==> src/rtl/svg_pkg.sv <==
package svg_pkg;

    localparam int MAX_SLICES = 1024;
    localparam int MAX_RINGS  = 1024;

    localparam int CNT_W  = 11;
    localparam int RAD_W  = 16;
    localparam int NUM_W  = 27;
    localparam int QUO_W  = 17;
    localparam int DIV_ST = 17;
    localparam int SIN_ST = 4;

    // pipeline: input stage, divider, sine, product, output
    localparam int ST_DIV0 = 1;
    localparam int ST_SIN0 = ST_DIV0 + DIV_ST;
    localparam int ST_PROD = ST_SIN0 + SIN_ST;
    localparam int NS      = ST_PROD + 2;

    localparam logic [1:0] CFG_SLICES = 2'd0;
    localparam logic [1:0] CFG_RINGS  = 2'd1;
    localparam logic [1:0] CFG_RADIUS = 2'd2;

    localparam logic [30:0] SIN_A = 31'd1686629713;
    localparam logic [26:0] SIN_C = 27'd76016977;
    localparam logic [29:0] SIN_B = 30'd688904866;

    localparam logic [CNT_W-1:0] SLICE_MAX_C = CNT_W'(MAX_SLICES);
    localparam logic [CNT_W-1:0] RING_MAX_C  = CNT_W'(MAX_RINGS);

    typedef logic [DIV_ST-1:0] div_ld_t;
    typedef logic [SIN_ST-1:0] sin_ld_t;

endpackage

==> src/rtl/svg_qsin.sv <==
module svg_qsin
    import svg_pkg::*;
(
    input  logic               aclk,
    input  sin_ld_t            ld,
    input  logic [15:0]        phase,
    output logic signed [15:0] sin_out
);

    logic [14:0] z0;
    logic [29:0] zz;
    logic [30:0] z2_0;

    logic [30:0] z2_1_reg;
    logic [14:0] z_1_reg;
    logic        neg_1_reg;

    logic [57:0] p1;
    logic [29:0] u_next;
    logic [29:0] u_2_reg;
    logic [30:0] z2_2_reg;
    logic [14:0] z_2_reg;
    logic        neg_2_reg;

    logic [60:0] p2;
    logic [30:0] w_next;
    logic [30:0] w_3_reg;
    logic [14:0] z_3_reg;
    logic        neg_3_reg;

    logic [45:0] p3;
    logic [15:0] mag;
    logic signed [15:0] sin_reg;

    assign z0   = phase[14] ? 15'd16384 - {1'b0, phase[13:0]} : {1'b0, phase[13:0]};
    assign zz   = 30'(z0 * z0);
    assign z2_0 = {zz[28:0], 2'b00};

    always_ff @(posedge aclk) begin
        if (ld[0]) begin
            z2_1_reg  <= z2_0;
            z_1_reg   <= z0;
            neg_1_reg <= phase[15];
        end
    end

    assign p1     = 58'(SIN_C) * 58'(z2_1_reg) + 58'(1 << 29);
    assign u_next = SIN_B - p1[57:30];

    always_ff @(posedge aclk) begin
        if (ld[1]) begin
            u_2_reg   <= u_next;
            z2_2_reg  <= z2_1_reg;
            z_2_reg   <= z_1_reg;
            neg_2_reg <= neg_1_reg;
        end
    end

    assign p2     = 61'(u_2_reg) * 61'(z2_2_reg) + 61'(1 << 29);
    assign w_next = SIN_A - p2[60:30];

    always_ff @(posedge aclk) begin
        if (ld[2]) begin
            w_3_reg   <= w_next;
            z_3_reg   <= z_2_reg;
            neg_3_reg <= neg_2_reg;
        end
    end

    assign p3  = 46'(w_3_reg) * 46'(z_3_reg) + 46'(1 << 29);
    assign mag = p3[45:30];

    always_ff @(posedge aclk) begin
        if (ld[3]) begin
            sin_reg <= neg_3_reg ? -$signed(mag) : $signed(mag);
        end
    end

    assign sin_out = sin_reg;

endmodule

==> config.mk <==
export PLATFORM = sky130hd
export DESIGN_NAME = svg_qsin
export DESIGN_NICKNAME = d
export VERILOG_FILES = /design/src/rtl/svg_pkg.sv /design/src/rtl/svg_qsin.sv
export SDC_FILE = /design/constraint.sdc
export NUM_CORES = 2
export LEC_CHECK = 0
export BUFFER_PORTS_ARGS = -buffer_cell sky130_fd_sc_hd__buf_2
export CELL_PAD_IN_SITES_DETAIL_PLACEMENT = 1
export CELL_PAD_IN_SITES_GLOBAL_PLACEMENT = 1
export CORE_MARGIN = 4
export CORE_UTILIZATION = 40
export DETAILED_ROUTE_END_ITERATION = 6
export PLACE_DENSITY = 0.63
export REMOVE_ABC_BUFFERS = 1
export SYNTH_ARGS = -nofsm -noshare
export SYNTH_HDL_FRONTEND = slang
export SYNTH_SLANG_ARGS = --single-unit
==> constraint.sdc <==
create_clock -name aclk -period 11.4 [get_ports aclk]
set_input_delay 2.28 -clock aclk [delete_from_list [all_inputs] [get_ports aclk]]
set_output_delay 2.28 -clock aclk [all_outputs]
set_load 0.02 [all_outputs]
==> run_results.csv <==
group,metric,value,unit
status,outcome,"finished clean",
die,start_util,40.22,%
setup_path,cp_max_fo,16,
cts,cts_buffer_depth,2,
detailed_routing,totalWireLength,201.4,mm
cells_and_area,drive_above_1_share,4.012,%
logic_synthesis,synthArstFlopShare,0,%
cts,clk_latency,0.55,ns
setup_path,cp_common_cell,"fa_1",
sta,relSlewSlack,20.54,%
sta,final-hold-violation-count,0,
sta,period_needed,10.80,ns
cts,numCtsBuffers,17,
cts,cts-root-buf,"clkbuf_16",
die,dieWidth,426.1,um
logic_synthesis,yosysUniqueCellTypes,105,
cells_and_area,layout_common_cells,"1774 x inv_1, 1531 x fa_1, 932 x nand2_1",
sta,finalClockSkew,0.02527,ns
detailed_routing,vias_per_cell,5.142,
cells_and_area,multi_input_area,0.05677,sq mm
logic_synthesis,netlist_area,0.06991,sq mm
setup_path,slowest_stage,"edfxtp_1",
logic_synthesis,synth_edf_count,179,
cells_and_area,ff_latch_area,0.005375,sq mm
detailed_routing,dr.pass1.iters,5,
sta,finalMaxSlewViolations,0,
global_route,antenna_found_initial,5,
sta,holdWs,0.4203,ns
cts,clkSlewWorstSetupHoldPaths,0.09,ns
cts,h-tree-depth,4,
sta,max_freq,92.56,MHz
detailed_routing,vias,50020,
cells_and_area,largest_reg_flops,31,
logic_synthesis,yosys-top-cells-area,"fa_1 44%, ha_1 14%, inv_1 9.5%",
logic_synthesis,synth_top_cell_by_area,"fa_1",
min_path,holdCritPathClass,"register to register",
logic_synthesis,synth_top_area_share,43.84,%
sta,tightest_slew,1.192,ns
sta,finalSetupViolations,0,
sta,tns,0,ns
detailed_routing,dr.first_iter.drc_count,2584,
cts,cts_sinks,179,
setup_path,slowest_delay,0.82,ns
global_route,grt_max_degree,48,
cells_and_area,fin_nets,9725,
global_route,grt_pass1_vias,56600,
cells_and_area,area_growth,5.526,%
sta,finalCritPeriodShare,94.77,%
setup_path,required,11.69,ns
placed_design,gp_congestion,0.8569,
cells_and_area,fill_cells,20130,
logic_synthesis,syn_inst,7463,
setup_path,arrival,11.09,ns
setup_path,critPathKind,"register to register",
run,max-cap-violations,0,
placed_design,post-dp-hpwl,172.9,mm
global_route,gr-total-overflow,0,
die,die-area,0.1815,sq mm
logic_synthesis,yosysSeqAreaShare,7.688,%
detailed_routing,drc,0,
placed_design,portBuffers,36,
cells_and_area,final_common_cell,"inv_1",
die,core,0.1738,sq mm
logic_synthesis,yosys_register_bits,179,
detailed_routing,wl_per_cell,20.70,um
setup_path,critPathLaunchType,"register",
logic_synthesis,synthFlopType,"edfxtp_1",
logic_synthesis,syn_area_per_cell,9.368,sq um
die,die_y,426.1,um
global_route,grt_use_total,22.84,%
detailed_routing,ant_nets,0,
cts,cts_tree,"built",
sta,grt_setup_unrepaired,"no",
die,io_pins,37,
global_route,grt_pass1_wl,322.1,mm
setup_path,endpoint_kind,"register",
die,rows,153,
logic_synthesis,ys_warn_count,0,
==> synthesized netlist by cell type, drive strengths merged, types with 7 or more instances <==
cell / count
inv: 1774
fa: 1531
nand2: 932
ha: 784
and2: 591
clkbuf: 289
nor2: 200
edfxtp: 179
a21oi: 151
xnor2: 136
o21ai: 103
nor3: 74
nand3: 68
xor2: 68
a21o: 65
nand4: 32
and3: 30
a211oi: 29
nand2b: 26
nor4: 24
a31oi: 23
o21bai: 22
o21a: 21
or2: 21
or3: 19
buf: 16
nor2b: 16
o211ai: 16
o31ai: 16
and4: 13
mux2i: 13
a2111oi: 11
a311oi: 11
nand4b: 11
o2111ai: 9
o221ai: 8
o22ai: 8
a211o: 7
==> final cells by class <==
class                      count  share of cell area, %
multi-input combinational   5218                  76.95
clock inverter                15                 0.2561
tap                         2325                  3.943
timing repair buffer         194                  1.933
antenna                        1               0.003392
clock buffer                  17                 0.5766
sequential                   179                  7.286
inverter                    1779                  9.051
==> worst max-delay path: cells and delay by family, from the launching register on <==
family,cells,cell delay [ns]
adder cells (fa/ha/maj),9,4.50
flip-flops,1,0.82
AO/OA/AOI/OAI,5,1.16
buffers and inverters,6,0.64
XOR/XNOR,1,0.15
AND/OR/NAND/NOR,10,3.02
multiplexers,1,0.24
==> routing by layer <==
layer / track usage, % / vias up / wire [um]
li1: - / 22450 / -
met1: 31.55 / 26740 / 91980
met2: 39.84 / 687 / 100900
met3: 1.334 / 147 / 4876
met4: 4.627 / 0 / 3635
met5: 0 / - / 0
==> path summary, 6_finish.rpt <==
| path | startpoint | endpoint | slack (ns) | depth (start not counted) |
|---|---|---|---|---|
| hold reg to reg | z_1_reg[7] | z_2_reg[7] | 0.42 | 0 |
| setup reg to reg | z2_2_reg[12] | w_3_reg[28] | 0.60 | 32 |
| hold / removal | z_1_reg[7] | z_2_reg[7] | 0.42 | 0 |
| setup / recovery | z2_2_reg[12] | w_3_reg[28] | 0.60 | 32 |
==> cell families after synthesis <==
group | count (synthesis) | share of synthesized area [%]
simple gates | 2088 | 14.73
buf+inv | 2084 | 11.22
fa+ha+maj | 2317 | 57.90
flops | 179 | 7.688
xor+xnor | 204 | 2.588
other cells | 2 | 0.01074
mux | 17 | 0.2505
compound gates | 572 | 5.614
==> stage by stage <==
step / setup WS, ns / std cells / instance area (sq um) / util [%]
floorplan: 1.456 / 7176 / 68810 / -
global placement: 0.6255 / 9674 / 72930 / 41.96
detailed placement: 0.2563 / 9674 / 72930 / 41.96
CTS: 0.2327 / 9706 / 73550 / 42.31
global route: 0.02214 / 9727 / 73770 / 42.44
finish: 0.5967 / 9728 / 73780 / 42.44
==> what timing repair did <==
action | in CTS | in global routing
buffers inserted | 0 | 21
hold endpoints to repair | 0 | 0
setup endpoints to repair | 0 | 7
resized for setup | 0 | 2
hold buffers | 0 | 0
Power is left out: the tool's default activity adds up to more than one toggle a clock period on the data nets, which glitch-free logic cannot reach.
