### src/rtl/svg_pkg.sv
package svg_pkg;

    localparam int MAX_SLICES = 1024;
    localparam int MAX_RINGS  = 1024;

    localparam int CNT_W  = 11;
    localparam int RAD_W  = 16;
    localparam int NUM_W  = 27;
    localparam int QUO_W  = 17;
    localparam int DIV_ST = 17;
    localparam int SIN_ST = 4;

    // pipeline: input stage, divider, sine, product, output
    localparam int ST_DIV0 = 1;
    localparam int ST_SIN0 = ST_DIV0 + DIV_ST;
    localparam int ST_PROD = ST_SIN0 + SIN_ST;
    localparam int NS      = ST_PROD + 2;

    localparam logic [1:0] CFG_SLICES = 2'd0;
    localparam logic [1:0] CFG_RINGS  = 2'd1;
    localparam logic [1:0] CFG_RADIUS = 2'd2;

    localparam logic [30:0] SIN_A = 31'd1686629713;
    localparam logic [26:0] SIN_C = 27'd76016977;
    localparam logic [29:0] SIN_B = 30'd688904866;

    localparam logic [CNT_W-1:0] SLICE_MAX_C = CNT_W'(MAX_SLICES);
    localparam logic [CNT_W-1:0] RING_MAX_C  = CNT_W'(MAX_RINGS);

    typedef logic [DIV_ST-1:0] div_ld_t;
    typedef logic [SIN_ST-1:0] sin_ld_t;

endpackage

### src/rtl/svg_div.sv
module svg_div
    import svg_pkg::*;
(
    input  logic                     aclk,
    input  div_ld_t                  ld,
    input  logic [NUM_W-1:0]         num,
    input  logic [CNT_W-1:0]         den,
    output logic [QUO_W-1:0]         quo
);

    logic [CNT_W-1:0] rem_reg [DIV_ST];
    logic [QUO_W-1:0] low_reg [DIV_ST];
    logic [QUO_W-1:0] q_reg   [DIV_ST];

    genvar j;
    generate
        for (j = 0; j < DIV_ST; j++) begin : g_st
            logic [CNT_W-1:0] rem_in;
            logic [QUO_W-1:0] low_in;
            logic [QUO_W-1:0] q_in;
            logic [CNT_W:0]   trial;
            logic             fit;

            if (j == 0) begin : g_first
                assign rem_in = {1'b0, num[NUM_W-1:QUO_W]};
                assign low_in = num[QUO_W-1:0];
                assign q_in   = '0;
            end else begin : g_rest
                assign rem_in = rem_reg[j-1];
                assign low_in = low_reg[j-1];
                assign q_in   = q_reg[j-1];
            end

            assign trial = {rem_in, low_in[QUO_W-1]};
            assign fit   = trial >= {1'b0, den};

            always_ff @(posedge aclk) begin
                if (ld[j]) begin
                    rem_reg[j] <= fit ? CNT_W'(trial - {1'b0, den}) : trial[CNT_W-1:0];
                    low_reg[j] <= {low_in[QUO_W-2:0], 1'b0};
                    q_reg[j]   <= {q_in[QUO_W-2:0], fit};
                end
            end
        end
    endgenerate

    assign quo = q_reg[DIV_ST-1];

endmodule

### config.mk
export PLATFORM = sky130hd
export DESIGN_NAME = svg_div
export DESIGN_NICKNAME = d
export VERILOG_FILES = /design/src/rtl/svg_pkg.sv /design/src/rtl/svg_div.sv
export SDC_FILE = /design/constraint.sdc
export NUM_CORES = 1
export LEC_CHECK = 0
export BUFFER_PORTS_ARGS = -buffer_cell sky130_fd_sc_hd__clkbuf_2
export CORE_ASPECT_RATIO = 0.75
export CORE_UTILIZATION = 53
export DETAILED_ROUTE_END_ITERATION = 10
export GPL_ROUTABILITY_DRIVEN = 0
export GPL_TIMING_DRIVEN = 0
export PLACE_DENSITY = 0.74
export SETUP_SLACK_MARGIN = 0.15
export SLEW_MARGIN = 20
export SYNTH_ARGS = -nofsm -noshare
export SYNTH_HDL_FRONTEND = slang
export SYNTH_SLANG_ARGS = --single-unit
### constraint.sdc
create_clock -name aclk -period 3.2 [get_ports aclk]
set_input_delay 0.48 -clock aclk [delete_from_list [all_inputs] [get_ports aclk]]
set_output_delay 0.48 -clock aclk [all_outputs]
set_load 0.01 [all_outputs]
==> results of run 1 <==
==> metrics by stage <==
step	instance area, µm²	setup TNS (ns)	worst slack [ns]
after global placement	25900	-180.67	-1.23
final	27600	0	0.268
after floorplan	24800	0	0.458
after detailed placement	25900	-112.56	-0.889
after CTS	27600	0	0.150
after global routing	27600	0	0.151
==> cell usage after synthesis (18+ instances only) <==
cell         n  share of area
a21o_1      20         0.0061
a21oi_1    137          0.028
edfxtp_1   465           0.56
ha_1       187          0.094
inv_1       86          0.013
mux2_2     131          0.060
mux2i_1     38          0.015
nand2_1     66          0.010
nand2b_1    44          0.011
nand4_1     25         0.0063
nor2_1     101          0.015
nor2b_1     39         0.0099
nor3_1      26         0.0053
o2111ai_1   27         0.0095
o21a_1      33          0.010
o21ai_0     72          0.015
or3_1       18         0.0045
xnor2_1     69          0.024
==> metal layers <==
| metal | up-vias | GRT usage |
|---|---|---|
| li1 | 7422 | - |
| met1 | 7391 | 0.317 |
| met2 | 493 | 0.343 |
| met3 | 91 | 0.0334 |
| met4 | 0 | 0.0626 |
| met5 | - | 0 |
==> kinds of logic after synthesis <==
group	Yosys count
flip-flops	465
adder cells (fa/ha/maj)	203
AO/OA/AOI/OAI	421
buffers and inverters	103
multiplexers	180
XOR/XNOR	78
AND/OR/NAND/NOR	400
==> critical path: cells and delay by family (launching register included) <==
| family | cells | cell delay [ns] |
|---|---|---|
| multiplexers | 1 | 0.36 |
| flip-flops | 1 | 0.33 |
| buffers and inverters | 2 | 0.30 |
| adder cells (fa/ha/maj) | 2 | 0.63 |
| AO/OA/AOI/OAI | 3 | 0.76 |
| AND/OR/NAND/NOR | 2 | 0.29 |
==> power groups by stage <==
stage / clock network [mW] / registers, mW / logic (mW)
after global routing: 6.12 / 9.55 / 11.6
after floorplan: 0 / 9.21 / 8.30
after global placement: 0 / 9.49 / 9.91
after detailed placement: 0 / 9.52 / 10.3
after CTS: 5.91 / 9.42 / 10.4
final: 5.78 / 9.42 / 10.6
==> final timing paths <==
path / cells after the start / end / slack (ns)
hold / removal: 1 / low_reg[0][2] / 0.09
setup / recovery: 10 / rem_reg[0][136] / 0.27
setup reg to reg: 10 / rem_reg[0][136] / 0.27
hold reg to reg: 0 / q_reg[0][124] / 0.41
==> area by class of cell <==
class	count	area [µm²]
tap	630	788
inverter	86	325
clock buffer	51	1190
clock inverter	35	449
timing repair buffer	72	365
buffer	17	154
sequential	465	14000
multi-input combinational	1282	10300
fill	3526	18500
==> run_results.csv, run 1 <==
group,metric,value,unit
synth,async_reset_ff_frac,0,
synth,synth_xor_xnor_area_share,0.0276,
detailed_routing,maxUsedRoutingLayer,"met4",
final_layout,syn2layout_area_growth,11.3,%
critical_path,rr_startpoint,"low_reg[0][191]",
final_layout,fin_nets,2229,
final_layout,largest_reg_flops,176,
power,power_switching,8.48,mW
status,status,"completed",
timing,holdWs,0.0895,ns
clock_network,htree_levels,2,
critical_path,cp-start-kind,"register",
final_layout,instances_no_fill,2638,
floorplan,io_pins,73,
clock_network,post_cts_resize_count,2,
grt,track_usage,0.219,
detailed_routing,drt-met1-wl,24.3,mm
floorplan,initial_core_util,0.538,
detailed_routing,dr.pass1.iters,7,
critical_path,max_stage_delay,0.55,ns
synth,synth.cell_area,24800,µm²
placed_design,dp_hpwl,34.8,mm
timing,hold_viol,0,
grt,grt_max_degree,29,
critical_path,worstPathMaxFanout,10,
timing,min_period,2.93,ns
critical_path,critPathCaptureType,"register",
grt,antenna_found_initial,0,
timing,rsz0062_at_grt,"false",
critical_path,crit_arrival,3.24,ns
timing,slew_headroom,0.410,
timing,worstMarginPinSlew,0.886,ns
synth,ys_types,63,
floorplan,dieArea,47600,µm²
synth,synthAdderAreaFrac,0.107,
clock_network,insertion_delay,0.57,ns
timing,fin_skew,0.0130,ns
power,p_seq_frac,0.365,
detailed_routing,num_vias,15400,
detailed_routing,wirelength,51.3,mm
clock_network,path_clk_slew,0.07,ns
critical_path,crit_start,"low_reg[0][191]",
synth,synth_top_family_by_area,"compound AO/OA/AOI/OAI gates",
placed_design,placedCellCount,2552,
floorplan,rows,68,
synth,yosys-mux-area-fraction,0.0816,
detailed_routing,antenna_left,0,
grt,grt_pass1_vias,15200,
clock_network,clock-root-buffer,"clkbuf_16",
synth,synth_edf_count,465,
clock_network,clk_path_buf_depth,3,
floorplan,core_area,46000,µm²
detailed_routing,met3_length,2.98,mm
synth,syn_inst,1850,
clock_network,post_cts_buffers,0,
power,pwr_density_cell,935,nW/µm²
run,drv_cap,0,
synth,syn_avg_cell_area,13.4,µm²
clock_network,ctsHoldBuffers,0,
synth,synth_compound_area_frac,0.115,
critical_path,worst-setup-path-type,"reg -> reg",
critical_path,required,3.51,ns
detailed_routing,wl_per_cell,19.5,µm
synth,yosys_warnings,0,
hold_path,min_from,"num[2]",
placed_design,io_buffers,72,
power,ir_worst_vdd,476,µV
timing,finalCritPeriodShare,0.916,
floorplan,fp.dieH,189,µm
critical_path,critPathSlowestCell,"o31ai_2",
detailed_routing,met2_length,22.8,mm
floorplan,die_w,252,µm
final_layout,layout_common_cells,"edfxtp_1 (465), ha_1 (187), a21oi_1 (137), mux2_2 (131), nor2_1 (101)",
final_layout,drive_gt1_frac,0.180,
hold_path,hp-class,"in -> reg",
clock_network,cts_tree,"done",
detailed_routing,routed_via_density,5.84,
clock_network,cts_num_sinks,465,
final_layout,final_common_cell,"edfxtp_1",
synth,synth_simple_gate_area_frac,0.0858,
synth,ys.flop_type,"edfxtp_1",
synth,ys_ff_latch,465,
timing,max_freq,341,MHz
synth,syn_nets,2109,
power,combPwrFrac,0.410,
power,switching_share,0.329,
timing,drv_slew,0,
detailed_routing,drc,0,
synth,yosysSeqAreaShare,0.564,
clock_network,cts_buffers,46,
critical_path,crit_path_cell_trace,"inv_1, ha_1, fa_1, nor2b_1, o21ai_1, nand3_1, a21oi_1, o31ai_2, buf_6, mux2_2",
power,power,25.8,mW
power,leakagePower,10.6,nW
power,clock_power_share,0.224,
final_layout,fin_util,0.599,
grt,grt_first_pass_wirelength,81.5,mm
detailed_routing,first_iter_violations,1290,
timing,setup_viol,0,
final_layout,antenna_cells,0,
power,p_int,17.3,mW
grt,grt.overflow.total,0,
Power figures use the tool's default switching activity.
==> run 2, diff against run 1 <==
- ABC_AREA: not set -> 1
- PLACE_DENSITY: 0.74 -> 0.73
==> run_results.csv, run 2 <==
group,metric,value,unit
grt,grt_max_degree,29,
placed_design,placedCellCount,3774,
timing,tns,0,ns
floorplan,initial_core_util,0.538,
clock_network,cts_buffers,47,
hold_path,hp-class,"in -> reg",
final_layout,drive_gt1_frac,0.168,
synth,ys_top_cells_by_count,"nand2_1 (914), edfxtp_1 (465), inv_1 (422), ha_1 (187), nand4_1 (138)",
final_layout,fin_nets,3370,
synth,syn_inst,2990,
run,drv_cap,0,
timing,setup_viol,0,
power,power,28.2,mW
timing,min_period,2.88,ns
synth,async_reset_ff_frac,0,
synth,yosys-top-cells-area,"edfxtp_1 (49%), nand2_1 (12%), ha_1 (8.2%)",
final_layout,nFillCells,4381,
detailed_routing,dr.pass1.iters,7,
power,leakagePower,14.2,nW
detailed_routing,wl_per_cell,16.7,µm
final_layout,layout_common_cells,"nand2_1 (914), edfxtp_1 (465), inv_1 (412), ha_1 (187), nand4_1 (138)",
grt,grt.overflow.total,0,
clock_network,path_clk_slew,0.07,ns
placed_design,dp_hpwl,45.8,mm
detailed_routing,num_vias,21200,
critical_path,worst-setup-path-type,"in -> reg",
clock_network,cts_num_sinks,465,
synth,yosys_warnings,0,
critical_path,required,3.52,ns
timing,rsz0062_at_grt,"false",
final_layout,instances_no_fill,3862,
timing,worstMarginPinSlew,0.962,ns
timing,slew_headroom,0.359,
floorplan,rows,73,
critical_path,critPathCaptureType,"register",
detailed_routing,met2_length,29.6,mm
final_layout,regArea,14000,µm²
critical_path,max_stage_delay,0.71,ns
critical_path,critPathSlowestCell,"buf_2",
final_layout,multiInputGateArea,12500,µm²
final_layout,largest_reg_flops,176,
detailed_routing,drc,0,
critical_path,path_buf_inv,3,
grt,grt_pass1_vias,20800,
clock_network,ctsHoldBuffers,0,
timing,holdWs,0.0774,ns
detailed_routing,met3_length,4.58,mm
critical_path,crit_arrival,3.19,ns
synth,synth.top_cell.area_share,0.489,
synth,ys_ff_latch,465,
floorplan,die_w,270,µm
floorplan,dieArea,54800,µm²
synth,ys.flop_type,"edfxtp_1",
clock_network,cts_tree,"done",
synth,synth_edf_count,465,
timing,max_freq,348,MHz
detailed_routing,antenna_left,0,
timing,finalCritPeriodShare,0.899,
timing,fin_skew,0.0130,ns
critical_path,worstPathMaxFanout,18,
synth,synth_top_area_cell,"edfxtp_1",
critical_path,critPathTopFamily,"buffers and inverters",
power,pwr_density_cell,899,nW/µm²
floorplan,fp.dieH,203,µm
grt,track_usage,0.238,
floorplan,io_pins,73,
final_layout,antenna_cells,0,
detailed_routing,drt-met1-wl,28.7,mm
power,ir_worst_vdd,578,µV
detailed_routing,maxUsedRoutingLayer,"met4",
placed_design,io_buffers,72,
critical_path,cp-start-kind,"input pin",
clock_network,htree_levels,2,
synth,ys_types,32,
final_layout,final_common_cell,"nand2_1",
status,status,"completed",
clock_network,clk_path_buf_depth,3,
synth,yosysSeqAreaShare,0.489,
critical_path,crit_path_cell_trace,"buf_2, inv_2, ha_1, nand2_1, nor2_2, nand3_4, nand4_4, buf_12, o21ai_1",
clock_network,clock-root-buffer,"clkbuf_16",
detailed_routing,first_iter_violations,1931,
timing,drv_slew,0,
synth,syn_avg_cell_area,9.55,µm²
synth,syn_nets,3249,
grt,antenna_found_initial,0,
synth,synth.cell_area,28500,µm²
grt,grt_first_pass_wirelength,105,mm
timing,hold_viol,0,
final_layout,fin_util,0.592,
synth,synth_most_common_cell,"nand2_1",
floorplan,core_area,53100,µm²
final_layout,syn2layout_area_growth,9.97,%
detailed_routing,routed_via_density,5.49,
clock_network,insertion_delay,0.58,ns
detailed_routing,wirelength,64.4,mm
## run 2: cell count changes after synthesis, moves of 56 or more
cell / previous run / this run
a21oi_1: 137 / 54
inv_1: 86 / 422
mux2_2: 131 / 0
nand2_1: 66 / 914
nand2_2: 0 / 56
nand3_1: 17 / 134
nand3_2: 0 / 103
nand4_1: 25 / 138
## run 2: per-layer routing
layer	vias to the layer above	global-route usage
met5	-	0
met4	0	0.0631
met3	127	0.0384
met2	815	0.394
met1	9944	0.326
li1	10300	-
## run 2: path summary, 6_finish.rpt
check / startpoint / endpoint / slack, ns / cells after the start
max: den[1] / rem_reg[0][114] / 0.32 / 9
min reg2reg: low_reg[0][68] / low_reg[0][85] / 0.41 / 0
min: num[11] / low_reg[0][11] / 0.08 / 1
max reg2reg: low_reg[0][175] / rem_reg[0][124] / 0.99 / 10
## run 2: kinds of logic after synthesis
family	Yosys count	share of synthesized area
AO/OA/AOI/OAI	148	0.0331
XOR/XNOR	49	0.0150
adder cells (fa/ha/maj)	203	0.0932
buffers and inverters	476	0.0722
flip-flops	465	0.489
AND/OR/NAND/NOR	1649	0.297
## run 2: what timing repair did
action	4_1_cts	5_1_grt
setup endpoints to repair	0	99
setup buffers	0	0
resized for setup	0	1
## run 2: through the flow
stage	setup slack [ns]	instance area (µm²)
final	0.324	31400
after global routing	0.184	31400
after CTS	0.183	31400
after detailed placement	-0.385	29800
after global placement	-0.815	29800
after floorplan	0.979	28500
## run 2: where the power goes
group	internal, mW	leakage [nW]	total [mW]	switching, mW
clock	3.17	0.764	5.59	2.42
sequential	8.75	4.55	9.52	0.771
combinational	4.87	8.90	13.1	8.22
total	16.8	14.2	28.2	11.4
## run 2: area by class of cell
| type | instances | area share |
|---|---|---|
| Buffer | 33 | 0.0126 |
| Sequential cell | 465 | 0.445 |
| Multi-Input combinational cell | 2049 | 0.399 |
| Tap cell | 712 | 0.0284 |
| Clock inverter | 37 | 0.0115 |
| Clock buffer | 51 | 0.0393 |
| Timing Repair Buffer | 72 | 0.0115 |
| Inverter | 443 | 0.0530 |
